### config.mk
export PLATFORM = sky130hd
export DESIGN_NAME = curve_sweep_capture_sequencer
export DESIGN_NICKNAME = d
export VERILOG_FILES = /design/src/hw/rtl/csc_pkg.sv /design/src/hw/rtl/curve_sweep_capture_sequencer.sv
export SDC_FILE = /design/constraint.sdc
export NUM_CORES = 2
export LEC_CHECK = 0
export BUFFER_PORTS_ARGS = -buffer_cell sky130_fd_sc_hd__buf_2
export CAP_MARGIN = 10
export CELL_PAD_IN_SITES_DETAIL_PLACEMENT = 2
export CELL_PAD_IN_SITES_GLOBAL_PLACEMENT = 2
export CORE_MARGIN = 1
export CORE_UTILIZATION = 37
export DETAILED_ROUTE_END_ITERATION = 6
export HOLD_SLACK_MARGIN = 0.12
export PLACE_DENSITY_LB_ADDON = 0.05
export SETUP_SLACK_MARGIN = 0.02
export SYNTH_ARGS = -nofsm -noshare
export SYNTH_HDL_FRONTEND = slang
export SYNTH_SLANG_ARGS = --single-unit
### constraint.sdc
create_clock -name clk -period 25.2 [get_ports clk]
set_input_delay 0 -clock clk [delete_from_list [all_inputs] [get_ports clk]]
set_output_delay 0 -clock clk [all_outputs]
set_load 0.005 [all_outputs]
### src/hw/rtl/csc_pkg.sv
// Shared types, codes and constants of the curve sweep capture sequencer.
// Used by the top level and its port checker; depends on nothing else.
`default_nettype none

package csc_pkg;

    // Fixed field widths of the stream and configuration ports.
    localparam int SAMPLE_W   = 10;
    localparam int GRID_W     = 8;
    localparam int VALUE_W    = 9;
    localparam int STATUS_W   = 2;
    localparam int IN_DATA_W  = 16;
    localparam int OUT_DATA_W = 40;
    localparam int CFG_ADDR_W = 1;

    // Defaults of the top-level parameters.
    localparam int BUF_DEPTH_DEF   = 64;
    localparam int SAMPLE_BITS_DEF = 10;

    // Highest grid setting in tenths of a volt.
    localparam logic [GRID_W-1:0] MAX_GRID = 8'd100;

    // A sweep begins only when the previous sample is below this level.
    localparam int EDGE_LIMIT = 100;

    // At most this many curve points leave one sweep.
    localparam int ITEM_LIMIT = 32;

    // Sample scale factor: 505/2048 for summed pairs, 505/1024 for single samples.
    localparam int SCALE     = 505;
    localparam int PAIR_SHR  = 11;
    localparam int ODD_SHR   = 10;
    localparam int VALUE_MAX = 511;

    // 2^19/100 rounded up; exact floor division by 100 for every x up to 25500.
    localparam logic [12:0] DUTY_RECIP = 13'd5243;

    typedef enum logic [CFG_ADDR_W-1:0] {
        REG_GRID_START = 1'b0,
        REG_GRID_STEP  = 1'b1
    } cfg_reg_t;

    localparam logic MODE_START  = 1'b0;
    localparam logic MODE_SAMPLE = 1'b1;

    localparam logic [STATUS_W-1:0] ST_STARTED = 2'd0;
    localparam logic [STATUS_W-1:0] ST_POINT   = 2'd1;
    localparam logic [STATUS_W-1:0] ST_EMPTY   = 2'd2;
    localparam logic [STATUS_W-1:0] ST_REFUSED = 2'd3;

    // PWM duty for a grid setting: setting * 255 / 100, valid for settings up to 100.
    function automatic logic [GRID_W-1:0] duty_of(input logic [GRID_W-1:0] g);
        logic [15:0] x;
        logic [28:0] p;
        x = {g, 8'd0} - {8'd0, g};
        p = 29'(x) * 29'(DUTY_RECIP);
        return p[26:19];
    endfunction

    localparam logic [GRID_W-1:0] DUTY_FULL = duty_of(MAX_GRID);

endpackage

`default_nettype wire

### src/hw/rtl/curve_sweep_capture_sequencer.sv
// Top level of the curve sweep capture sequencer: sweep control, sample store
// and the point formation sequencer around one shared scaling multiplier.
// Depends on csc_pkg.
`default_nettype none

// A start word returns one word. A sample word that does not end a sweep returns
// nothing. A sample word that ends a sweep returns one word per point, or one empty
// word for a sweep without points; the output side can stall these words. The
// sample store has a single registered read port, and each point needs two reads
// and two passes through the one 505x multiplier.
// The block does not accept words while a sweep end is being worked off. The
// sample store needs no clearing after reset; only entries written in the
// current sweep are read.
module curve_sweep_capture_sequencer
    import csc_pkg::*;
#(
    parameter int BUF_DEPTH   = BUF_DEPTH_DEF,
    parameter int SAMPLE_BITS = SAMPLE_BITS_DEF
)
(
    input  wire logic                  clk,
    input  wire logic                  rst_n,
    input  wire logic                  cfg_wr_en,
    input  wire logic [CFG_ADDR_W-1:0] cfg_addr,
    input  wire logic [GRID_W-1:0]     cfg_wr_data,
    input  wire logic                  s_tvalid,
    output logic                       s_tready,
    input  wire logic [IN_DATA_W-1:0]  s_tdata,    // [9:0] sample, rest zero
    input  wire logic                  s_tuser,    // [0] mode
    output logic                       m_tvalid,
    input  wire logic                  m_tready,
    output logic [OUT_DATA_W-1:0]      m_tdata,    // [7:0] grid_setting, [16:8] anode_value,
                                                   // [25:17] second_value, [33:26] duty,
                                                   // [34] finished, rest zero
    output logic [STATUS_W-1:0]        m_tuser,    // [1:0] status
    output logic                       m_tlast
);

    localparam int SW = SAMPLE_BITS;
    localparam int EW = (SW > SAMPLE_W) ? SW : SAMPLE_W;
    localparam int CW = $clog2(BUF_DEPTH + 1);
    localparam int AW = $clog2(BUF_DEPTH);
    localparam int PW = SW + 10;
    localparam int NW = $clog2(ITEM_LIMIT);

    typedef enum logic [8:0] {
        S_IDLE  = 9'b000000001,
        S_EMIT  = 9'b000000010,
        S_END   = 9'b000000100,
        S_FIRST = 9'b000001000,
        S_ODD   = 9'b000010000,
        S_EVEN  = 9'b000100000,
        S_MUL   = 9'b001000000,
        S_OUT   = 9'b010000000,
        S_EMPTY = 9'b100000000
    } state_t;

    state_t state_reg, state_next;

    logic [GRID_W-1:0] grid_start_reg;
    logic [GRID_W-1:0] grid_step_reg;

    logic              running_reg;
    logic              capturing_reg;
    logic              have_prev_reg;
    logic [SW-1:0]     prev_reg;
    logic [CW-1:0]     count_reg;
    logic [GRID_W-1:0] grid_reg;
    logic [GRID_W-1:0] sweep_grid_reg;
    logic              fin_reg;
    logic              refused_reg;
    logic [CW-1:0]     ptr_reg;
    logic [NW-1:0]     pts_reg;

    logic [SW-1:0]     even_reg;
    logic [SW-1:0]     odd_reg;
    logic [SW-1:0]     next_even_reg;
    logic [PW-1:0]     prod_a_reg;
    logic [PW-1:0]     prod_b_reg;

    logic [SW-1:0]     mem [BUF_DEPTH];
    logic [SW-1:0]     rd_data_reg;
    logic [CW-1:0]     rd_addr;
    logic              mem_we;

    logic                out_valid_reg;
    logic [STATUS_W-1:0] out_status_reg;
    logic [GRID_W-1:0]   out_grid_reg;
    logic [VALUE_W-1:0]  out_anode_reg;
    logic [VALUE_W-1:0]  out_second_reg;
    logic [GRID_W-1:0]   out_duty_reg;
    logic                out_fin_reg;
    logic                out_last_reg;

    logic              in_accept;
    logic              out_free;
    logic              out_load;
    logic [EW-1:0]     s_wide;
    logic [SW-1:0]     s_val;
    logic [SW-1:0]     prev_eff;
    logic [CW-1:0]     cnt_inc;
    logic              sweep_done;
    logic [CW-1:0]     c_even;
    logic [GRID_W-1:0] start_grid;
    logic [GRID_W-1:0] step_eff;
    logic [GRID_W-1:0] grid_lowered;
    logic [GRID_W-1:0] duty_now;
    logic              pair_at_end;
    logic              point_last;
    logic [SW-1:0]     even_nxt;
    logic [SW:0]       mul_in;
    logic [PW-1:0]     mul_out;
    logic [PW-1:0]     a_shift;
    logic [PW-1:0]     b_shift;
    logic [VALUE_W-1:0] anode_sat;
    logic [VALUE_W-1:0] second_sat;

    assign s_tready  = (state_reg == S_IDLE);
    assign in_accept = s_tvalid && s_tready;
    assign out_free  = !out_valid_reg || m_tready;
    assign out_load  = out_free && ((state_reg == S_EMIT) || (state_reg == S_OUT)
                                    || (state_reg == S_EMPTY));

    assign s_wide = EW'(s_tdata[SAMPLE_W-1:0]);
    assign s_val  = s_wide[SW-1:0];

    // The first sample of a run is compared against itself.
    assign prev_eff   = have_prev_reg ? prev_reg : s_val;
    assign cnt_inc    = count_reg + CW'(1);
    assign sweep_done = (cnt_inc[0] && (prev_eff > s_val)) || (cnt_inc >= CW'(BUF_DEPTH));
    assign c_even     = {count_reg[CW-1:1], 1'b0};

    assign start_grid   = (grid_start_reg > MAX_GRID) ? MAX_GRID : grid_start_reg;
    assign step_eff     = (grid_step_reg == '0) ? GRID_W'(1) : grid_step_reg;
    assign grid_lowered = (grid_reg > step_eff) ? (grid_reg - step_eff) : '0;
    assign duty_now     = duty_of(grid_reg);

    // The last pair reuses the even sample before it in place of the one that ended the sweep.
    assign pair_at_end = (CW'(ptr_reg + CW'(2)) == c_even);
    assign point_last  = pair_at_end || (pts_reg == NW'(ITEM_LIMIT - 1));
    assign even_nxt    = pair_at_end ? even_reg : rd_data_reg;

    assign mul_in  = (state_reg == S_EVEN) ? ((SW+1)'(even_reg) + (SW+1)'(even_nxt))
                                           : (SW+1)'(odd_reg);
    assign mul_out = PW'(mul_in) * PW'(SCALE);

    assign a_shift    = prod_a_reg >> PAIR_SHR;
    assign b_shift    = prod_b_reg >> ODD_SHR;
    assign anode_sat  = (a_shift > PW'(VALUE_MAX)) ? VALUE_W'(VALUE_MAX) : a_shift[VALUE_W-1:0];
    assign second_sat = (b_shift > PW'(VALUE_MAX)) ? VALUE_W'(VALUE_MAX) : b_shift[VALUE_W-1:0];

    assign mem_we = in_accept && (s_tuser == MODE_SAMPLE) && running_reg && capturing_reg
                    && (count_reg < CW'(BUF_DEPTH));

    always_comb
    begin
        rd_addr = CW'(ptr_reg + CW'(3));
        if (state_reg == S_END)
        begin
            rd_addr = CW'(2);
        end
        else if (state_reg == S_FIRST)
        begin
            rd_addr = CW'(ptr_reg + CW'(1));
        end
        else if (state_reg == S_ODD)
        begin
            rd_addr = CW'(ptr_reg + CW'(2));
        end
    end

    always_ff @(posedge clk)
    begin
        if (mem_we)
        begin
            mem[count_reg[AW-1:0]] <= s_val;
        end
        rd_data_reg <= mem[rd_addr[AW-1:0]];
    end

    always_comb
    begin
        state_next = state_reg;
        unique case (state_reg)
            S_IDLE:
            begin
                if (in_accept)
                begin
                    if (s_tuser == MODE_START)
                    begin
                        state_next = S_EMIT;
                    end
                    else if (running_reg && capturing_reg && sweep_done)
                    begin
                        state_next = S_END;
                    end
                end
            end
            S_EMIT:
            begin
                if (out_free)
                begin
                    state_next = S_IDLE;
                end
            end
            S_END:
            begin
                state_next = (c_even >= CW'(4)) ? S_FIRST : S_EMPTY;
            end
            S_FIRST: state_next = S_ODD;
            S_ODD:   state_next = S_EVEN;
            S_EVEN:  state_next = S_MUL;
            S_MUL:   state_next = S_OUT;
            S_OUT:
            begin
                if (out_free)
                begin
                    state_next = point_last ? S_IDLE : S_ODD;
                end
            end
            S_EMPTY:
            begin
                if (out_free)
                begin
                    state_next = S_IDLE;
                end
            end
        endcase
    end

    // Configuration and sweep control.
    always_ff @(posedge clk or negedge rst_n)
    begin
        if (!rst_n)
        begin
            state_reg      <= S_IDLE;
            grid_start_reg <= '0;
            grid_step_reg  <= GRID_W'(10);
            running_reg    <= 1'b0;
            capturing_reg  <= 1'b0;
            have_prev_reg  <= 1'b0;
            prev_reg       <= '0;
            count_reg      <= '0;
            grid_reg       <= '0;
            sweep_grid_reg <= '0;
            fin_reg        <= 1'b0;
            refused_reg    <= 1'b0;
            ptr_reg        <= '0;
            pts_reg        <= '0;
            out_valid_reg  <= 1'b0;
        end
        else
        begin
            state_reg <= state_next;

            if (cfg_wr_en)
            begin
                unique case (cfg_reg_t'(cfg_addr))
                    REG_GRID_START: grid_start_reg <= cfg_wr_data;
                    REG_GRID_STEP:  grid_step_reg  <= cfg_wr_data;
                endcase
            end

            // A new word is loaded whenever the output register is free and a word is ready.
            if (out_load)
            begin
                out_valid_reg <= 1'b1;
            end
            else if (m_tready)
            begin
                out_valid_reg <= 1'b0;
            end

            unique case (state_reg)
                S_IDLE:
                begin
                    if (in_accept && (s_tuser == MODE_START))
                    begin
                        refused_reg <= (start_grid == '0);
                        if (start_grid != '0)
                        begin
                            running_reg   <= 1'b1;
                            capturing_reg <= 1'b0;
                            have_prev_reg <= 1'b0;
                            prev_reg      <= '0;
                            count_reg     <= '0;
                            grid_reg      <= start_grid;
                        end
                    end
                    else if (in_accept && running_reg)
                    begin
                        have_prev_reg <= 1'b1;
                        if (!capturing_reg)
                        begin
                            if ((prev_eff < SW'(EDGE_LIMIT)) && (s_val > prev_eff))
                            begin
                                capturing_reg <= 1'b1;
                            end
                            prev_reg <= s_val;
                        end
                        else
                        begin
                            count_reg <= cnt_inc;
                            if (cnt_inc[0])
                            begin
                                prev_reg <= s_val;
                            end
                        end
                    end
                end
                S_END:
                begin
                    sweep_grid_reg <= grid_reg;
                    capturing_reg  <= 1'b0;
                    ptr_reg        <= CW'(2);
                    pts_reg        <= '0;
                    if (grid_reg == '0)
                    begin
                        running_reg <= 1'b0;
                        fin_reg     <= 1'b1;
                    end
                    else
                    begin
                        grid_reg <= grid_lowered;
                        fin_reg  <= 1'b0;
                    end
                end
                S_OUT:
                begin
                    if (out_free)
                    begin
                        if (point_last)
                        begin
                            count_reg <= '0;
                        end
                        else
                        begin
                            ptr_reg <= CW'(ptr_reg + CW'(2));
                            pts_reg <= pts_reg + NW'(1);
                        end
                    end
                end
                S_EMPTY:
                begin
                    if (out_free)
                    begin
                        count_reg <= '0;
                    end
                end
                S_EMIT, S_FIRST, S_ODD, S_EVEN, S_MUL:
                begin
                end
            endcase
        end
    end

    // Point datapath and output word; no reset needed.
    always_ff @(posedge clk)
    begin
        unique case (state_reg)
            S_FIRST:
            begin
                even_reg <= rd_data_reg;
            end
            S_ODD:
            begin
                odd_reg <= rd_data_reg;
            end
            S_EVEN:
            begin
                next_even_reg <= even_nxt;
                prod_a_reg    <= mul_out;
            end
            S_MUL:
            begin
                prod_b_reg <= mul_out;
            end
            S_EMIT:
            begin
                if (out_free)
                begin
                    out_status_reg <= refused_reg ? ST_REFUSED : ST_STARTED;
                    out_grid_reg   <= refused_reg ? '0 : grid_reg;
                    out_anode_reg  <= '0;
                    out_second_reg <= '0;
                    out_duty_reg   <= refused_reg ? '0 : duty_now;
                    out_fin_reg    <= 1'b0;
                    out_last_reg   <= 1'b1;
                end
            end
            S_OUT:
            begin
                if (out_free)
                begin
                    out_status_reg <= ST_POINT;
                    out_grid_reg   <= sweep_grid_reg;
                    out_anode_reg  <= anode_sat;
                    out_second_reg <= second_sat;
                    out_duty_reg   <= fin_reg ? DUTY_FULL : duty_now;
                    out_fin_reg    <= fin_reg;
                    out_last_reg   <= point_last;
                    even_reg       <= next_even_reg;
                end
            end
            S_EMPTY:
            begin
                if (out_free)
                begin
                    out_status_reg <= ST_EMPTY;
                    out_grid_reg   <= sweep_grid_reg;
                    out_anode_reg  <= '0;
                    out_second_reg <= '0;
                    out_duty_reg   <= fin_reg ? DUTY_FULL : duty_now;
                    out_fin_reg    <= fin_reg;
                    out_last_reg   <= 1'b1;
                end
            end
            S_IDLE, S_END:
            begin
            end
        endcase
    end

    assign m_tvalid = out_valid_reg;
    assign m_tuser  = out_status_reg;
    assign m_tlast  = out_last_reg;
    assign m_tdata  = {5'd0, out_fin_reg, out_duty_reg, out_second_reg, out_anode_reg,
                       out_grid_reg};

endmodule

`default_nettype wire

# Word level (Yosys, flattened, before mapping)
# Memories as Yosys holds them, arrays and structs flattened. A register that Yosys moved wholly into a read port is not among the register bits.
# Index checks and enable logic that the tools add are counted.
[op_classes]
n_addsub = 8
mul = 2
order_cmp = 10
eq_ne = 29
mux = 86
n_bitwise = 2
n_reduce_logical = 48
[op_table]
columns = ["cell", "count"]
rows = [
  ["$mux W8", 13],
  ["$mux W9", 11],
  ["$mux W10", 8],
  ["$pmux W9 S8", 1],
  ["$mux W7", 9],
  ["$pmux W8 S2", 3],
  ["$pmux W9 S2", 2],
  ["$mul A16 B13 Y27 const B", 1],
  ["$logic_not A8 Y1", 3],
  ["$pmux W7 S3", 1],
  ["$gt A10 B10 Y1", 2],
  ["$mul A11 B9 Y20 const B", 1],
  ["$pmux W10 S2", 1],
  ["$reduce_and A4 Y1", 5],
  ["$mux W1", 19],
  ["$mux W6", 3],
  ["$sub A16 B8 Y16", 1],
  ["$mux W5", 3],
  ["$reduce_and A3 Y1", 5],
  ["$ne A2 B1 Y1 const B", 7],
  ["$pmux W7 S2", 1],
  ["$reduce_bool A2 Y1", 7],
  ["$logic_and A1 B1 Y1", 12],
  ["$ne A2 B2 Y1 const B", 6],
  ["other kinds (41)", 60],
]
[totals]
regBits = 184
mem_bits_rw = 640
inputBits = 31
out_inout_bits = 45
mem_count = 1
[mem_list]
columns = ["name", "words", "width", "rd", "rd_clocked_by_memory_dff", "write_ports", "line_no", "source"]
rows = [
  ["mem", 64, 10, 1, 1, 1, "curve_sweep_capture_sequencer.sv:81", "logic [SW-1:0] mem [BUF_DEPTH];"],
]

# Longest topological paths before layout
[depth]
ltp_word = 9
mapped_depth = 33
ltp_nobuf = 31

# Worst setup path after synthesis
# OpenSTA, ideal clock, no wires.
[synth_path]
path_kind = "reg-to-reg"
startpoint = "register ptr_reg[2]"
endpoint = "register prod_a_reg[19], data pin"
setup_ps = 163
arrival_time_ps = 7754
setup_slack_ps = 17283
path_stages_with_launch = 31
n_path_buf = 1
period_less_slack_ps = 7917
cell_sequence = "dfrtp_1 ha_1 and2_1 a211o_1 a31o_2 o2111ai_1 clkbuf_1 mux2_2 ha_1 fa_1 a21o_1 a21oi_1 o21bai_1 a21oi_1 o21bai_1 a21oi_1 xnor2_1 mux2i_1 fa_1 fa_1 fa_1 inv_1 fa_1 ha_1 or3_1 a211oi_1 o31a_1 o21ai_0 o21ai_0 a21oi_1 a31oi_1"
[synth_between]
elab_chain_len = 6
[synth_rtl]
columns = ["item", "line_no", "source"]
rows = [
  ["start, declared", "curve_sweep_capture_sequencer.sv:72", "logic [CW-1:0] ptr_reg;"],
  ["start signal, assigned", "curve_sweep_capture_sequencer.sv:338", "ptr_reg <= CW'(ptr_reg + CW'(2));"],
  ["$add A7 B2 Y7", "curve_sweep_capture_sequencer.sv:139", "assign pair_at_end = (CW'(ptr_reg + CW'(2)) == c_even);"],
  ["$eq A7 B7 Y1", "curve_sweep_capture_sequencer.sv:139", ""],
  ["$mux W10", "curve_sweep_capture_sequencer.sv:141", "assign even_nxt = pair_at_end ? even_reg : rd_data_reg;"],
  ["via even_nxt[0]", "curve_sweep_capture_sequencer.sv:110", "logic [SW-1:0] even_nxt;"],
  ["$add A10 B10 Y11", "curve_sweep_capture_sequencer.sv:143", "assign mul_in = (state_reg == S_EVEN) ? ((SW+1)'(even_reg) + (SW+1)'(even_nxt))"],
  ["$mux W11", "curve_sweep_capture_sequencer.sv:143", ""],
  ["$mul A11 B9 Y20", "curve_sweep_capture_sequencer.sv:145", "assign mul_out = PW'(mul_in) * PW'(SCALE);"],
  ["via mul_out[19]", "curve_sweep_capture_sequencer.sv:112", "logic [PW-1:0] mul_out;"],
  ["end signal, assigned", "curve_sweep_capture_sequencer.sv:372", "prod_a_reg <= mul_out;"],
  ["end, declared", "curve_sweep_capture_sequencer.sv:78", "logic [PW-1:0] prod_a_reg;"],
]
# The timed path passes the listed nets, and every way through them passes these cells.
# A chain may end at the register's enable or synchronous reset.

# Worst setup path in the final report
[layout_path]
startpoint = "register ptr_reg[1]"
endpoint = "register prod_b_reg[19], data pin"
[layout_between]
elab_chain_len = 6
[layout_rtl]
columns = ["item", "line_no", "source"]
rows = [
  ["$add A7 B2 Y7", "curve_sweep_capture_sequencer.sv:139", ""],
  ["$eq A7 B7 Y1", "curve_sweep_capture_sequencer.sv:139", ""],
  ["$mux W10", "curve_sweep_capture_sequencer.sv:141", ""],
  ["via even_nxt[0]", "curve_sweep_capture_sequencer.sv:110", ""],
  ["$add A10 B10 Y11", "curve_sweep_capture_sequencer.sv:143", ""],
  ["$mux W11", "curve_sweep_capture_sequencer.sv:143", ""],
  ["$mul A11 B9 Y20", "curve_sweep_capture_sequencer.sv:145", ""],
  ["via mul_out[19]", "curve_sweep_capture_sequencer.sv:112", ""],
  ["end signal, assigned", "curve_sweep_capture_sequencer.sv:376", "prod_b_reg <= mul_out;"],
  ["end, declared", "curve_sweep_capture_sequencer.sv:79", "logic [PW-1:0] prod_b_reg;"],
]
# The timed path passes the listed nets, and every way through them passes these cells.

==> impl_metrics.env <==
export IMPL_route_antenna_remaining_nets=0
export IMPL_yosys_most_used_dff="edfxtp_1"
export IMPL_synthToLayoutAreaGrowth_pct=13.99
export IMPL_status="completed"
export IMPL_place_detailed_hpwl_mm=68.65
export IMPL_die_width_microns=323.7
export IMPL_cts_sinks=812
export IMPL_max_cap_viol_count=0
export IMPL_die_area_sq_um=104800
export IMPL_timing_final_max_slew_violations=0
export IMPL_fin_crit_sh_pct=36.43
export IMPL_hp_class="in -> async"
export IMPL_floorplan_die_height_microns=323.7
export IMPL_critical_path_required_ns=25.65
export IMPL_seq_area_frac_synth_pct=62.43
export IMPL_clock_root_buffer="clkbuf_16"
export IMPL_timing_final_setup_violations=0
export IMPL_worstMarginPinSlew_ns=1.156
export IMPL_achievable_frequency_ghz=0.1089
export IMPL_cts_post_setup_buffers_inserted=0
export IMPL_std_cell_rows=117
export IMPL_rsz0062_at_grt="no"
export IMPL_yosysWarningCount=0
export IMPL_crit_slowest_cell="fa_1"
export IMPL_num_vias=20881
export IMPL_clockBufferDepth=3
export IMPL_hold_viol_final=0
export IMPL_synth_cell_area_sq_um=38300
export IMPL_wl_mm=101.6
export IMPL_tritoncts="yes"
export IMPL_io_pins=76
export IMPL_edff_count_synth=727
export IMPL_avgSynthCellArea_sq_um=16.01
export IMPL_cts_buffers_inserted=90
export IMPL_synth_ff_latch_count=812
export IMPL_layout_cells_most_common="edfxtp_1"
export IMPL_fin_util_pct=42.73
export IMPL_grt_overflow_total=0
export IMPL_grt_first_pass_wirelength_mm=153.1
export IMPL_clkTransAtPathRegs_ns=0.06
export IMPL_largest_register_ff_count=640
export IMPL_drt_iter0_drc=1146
export IMPL_clock_latency_on_the_worst_skew_pair_ns=0.69
export IMPL_number_of_buffers_inserted_by_port_buffering=64
export IMPL_gp_routability_congestion=0.8599
export IMPL_number_of_global_route_vias_before_repair=23093
export IMPL_grt_max_degree=114
export IMPL_gr_usage_all_layers_pct=19.94
export IMPL_cts_htree_levels=3
export IMPL_worst_hold_slack_ns=0.1480
export IMPL_kind_of_capture_point_of_the_worst_setup_path="register"
export IMPL_initial_utilization_pct=37.49
export IMPL_setup_worst_path_class="reg -> reg"
export IMPL_routed_via_density=5.246
export IMPL_wl_per_cell_microns=25.54
export IMPL_postSynth_asyncResetShare_pct=9.236
export IMPL_timing_max_slew_rel_slack_pct=22.65
export IMPL_fin_skew_ns=0.04732
export IMPL_setup_total_negative_slack_ns=0
export IMPL_period_needed_ns=9.181
export IMPL_drt_first_pass_iters=5
export IMPL_post_route_drc_count=0
export IMPL_finalNetCount=2847
export IMPL_core_sq_um=102200
export IMPL_initial_antenna_violation_count=2
export IMPL_num_fill_cells=9816
export IMPL_yosysUniqueCellTypes=73
export IMPL_path_common_cell="fa_1"
export IMPL_drive_gt1_share_pct=17.16
export IMPL_timing_critical_path_from_type="register"
export IMPL_largest_driver_fanout_on_the_critical_path=11
export IMPL_synth_cells=2392
export IMPL_most_frequent_cells_in_the_layout="edfxtp_1, inv_1, ha_1"
export IMPL_crit_arrival_ns=9.63
export IMPL_timing_critical_path_slowest_cell_delay_ns=0.57
## layer usage
layer  share of wire [%]  GRT usage (%)  wire, microns
met2                  49          33.70          50190
met3                 3.0          2.641           3031
met5               0.016              0             16
met1                  45          26.77          45540
met4                 2.8          5.996           2860
## synthesized netlist by cell type, types with 4 or more instances
cell type,count,area (sq um)
nor2b_1,16,100.1
a22o_1,10,87.58
nor2_1,122,457.9
or3_1,7,43.79
a311oi_1,5,43.79
inv_1,199,747.0
xor2_1,24,210.2
buf_2,25,125.1
mux2i_1,94,940.9
o21a_1,11,82.58
a21oi_1,28,140.1
buf_1,10,37.54
a31oi_1,8,50.05
or4_1,12,90.09
and3_1,7,43.79
dfrtp_1,72,1802
nor3_1,11,55.05
o211ai_1,4,30.03
nand2b_1,17,106.4
dfxtp_1,10,200.2
mux4_2,160,3603
nand4_1,11,68.82
or2_2,4,25.02
nand3_1,24,120.1
a211oi_1,6,45.04
a21o_1,11,82.58
buf_4,8,60.06
mux2_2,32,360.4
xnor2_1,32,280.3
edfxtp_1,727,21830
o21bai_1,6,45.04
and2_1,20,125.1
ha_1,176,2202
o21ai_1,4,20.02
o21ai_0,71,355.3
o31ai_1,9,67.56
fa_1,104,2082
o22ai_1,43,269.0
nor4_1,6,37.54
nand2_1,148,555.5
nor3b_1,4,30.03
clkbuf_1,46,172.7
## stage by stage
step	cells	worst slack [ns]	cell area, sq um
global placement	3772	16.10	40240
detailed placement	3772	15.98	40240
global route	3979	15.37	43660
finish	3980	16.02	43660
CTS	3976	15.85	43640
floorplan	2396	17.28	38320
## final cells by class
class	instances	area [sq um]	area share [%]
tap	1368	1712	3.920
multi-input combinational	1290	13250	30.34
clock buffer	113	2370	5.427
antenna	1	2.502	0.005731
sequential	812	23910	54.76
inverter	200	750.7	1.719
timing repair buffer	142	1013	2.321
clock inverter	54	655.6	1.502
## cells by family after synthesis
group,count (synthesis),share of synthesized area [%]
flops,812,62.43
simple gates,424,5.214
buf+inv,294,3.107
mux,286,12.81
fa+ha+maj,280,11.18
compound gates,239,3.972
xor+xnor,56,1.281
other cells,1,0.009790
## final timing paths
check	from	endpoint	slack (ns)	cells after the start
min	rst_n	grid_step_reg[4]	0.15	3
min reg2reg	rd_data_reg[7]	odd_reg[7]	0.46	0
min in group clk	cfg_wr_data[7]	grid_start_reg[7]	0.16	3
max reg2reg	ptr_reg[1]	prod_b_reg[19]	16.02	30
max	ptr_reg[1]	prod_b_reg[19]	16.02	30
max in group asynchronous	rst_n	prev_reg[9]	24.39	3
## timing repair
item                                   4_1_cts  5_1_grt
endpoints found under the hold margin      533        0
hold buffers                                37        0
gates resized for setup                      0        0
## worst max-delay path, delay by kind of cell, from the launching register on
family	cells	cell delay, ns
fa+ha+maj	8	3.33
compound gates	15	3.14
mux	2	0.95
simple gates	2	0.58
flops	1	0.52
buf+inv	2	0.33
xor+xnor	1	0.09
Power is not shown: default switching activity piles up to over one toggle a cycle in this logic, so the estimate is an artifact.
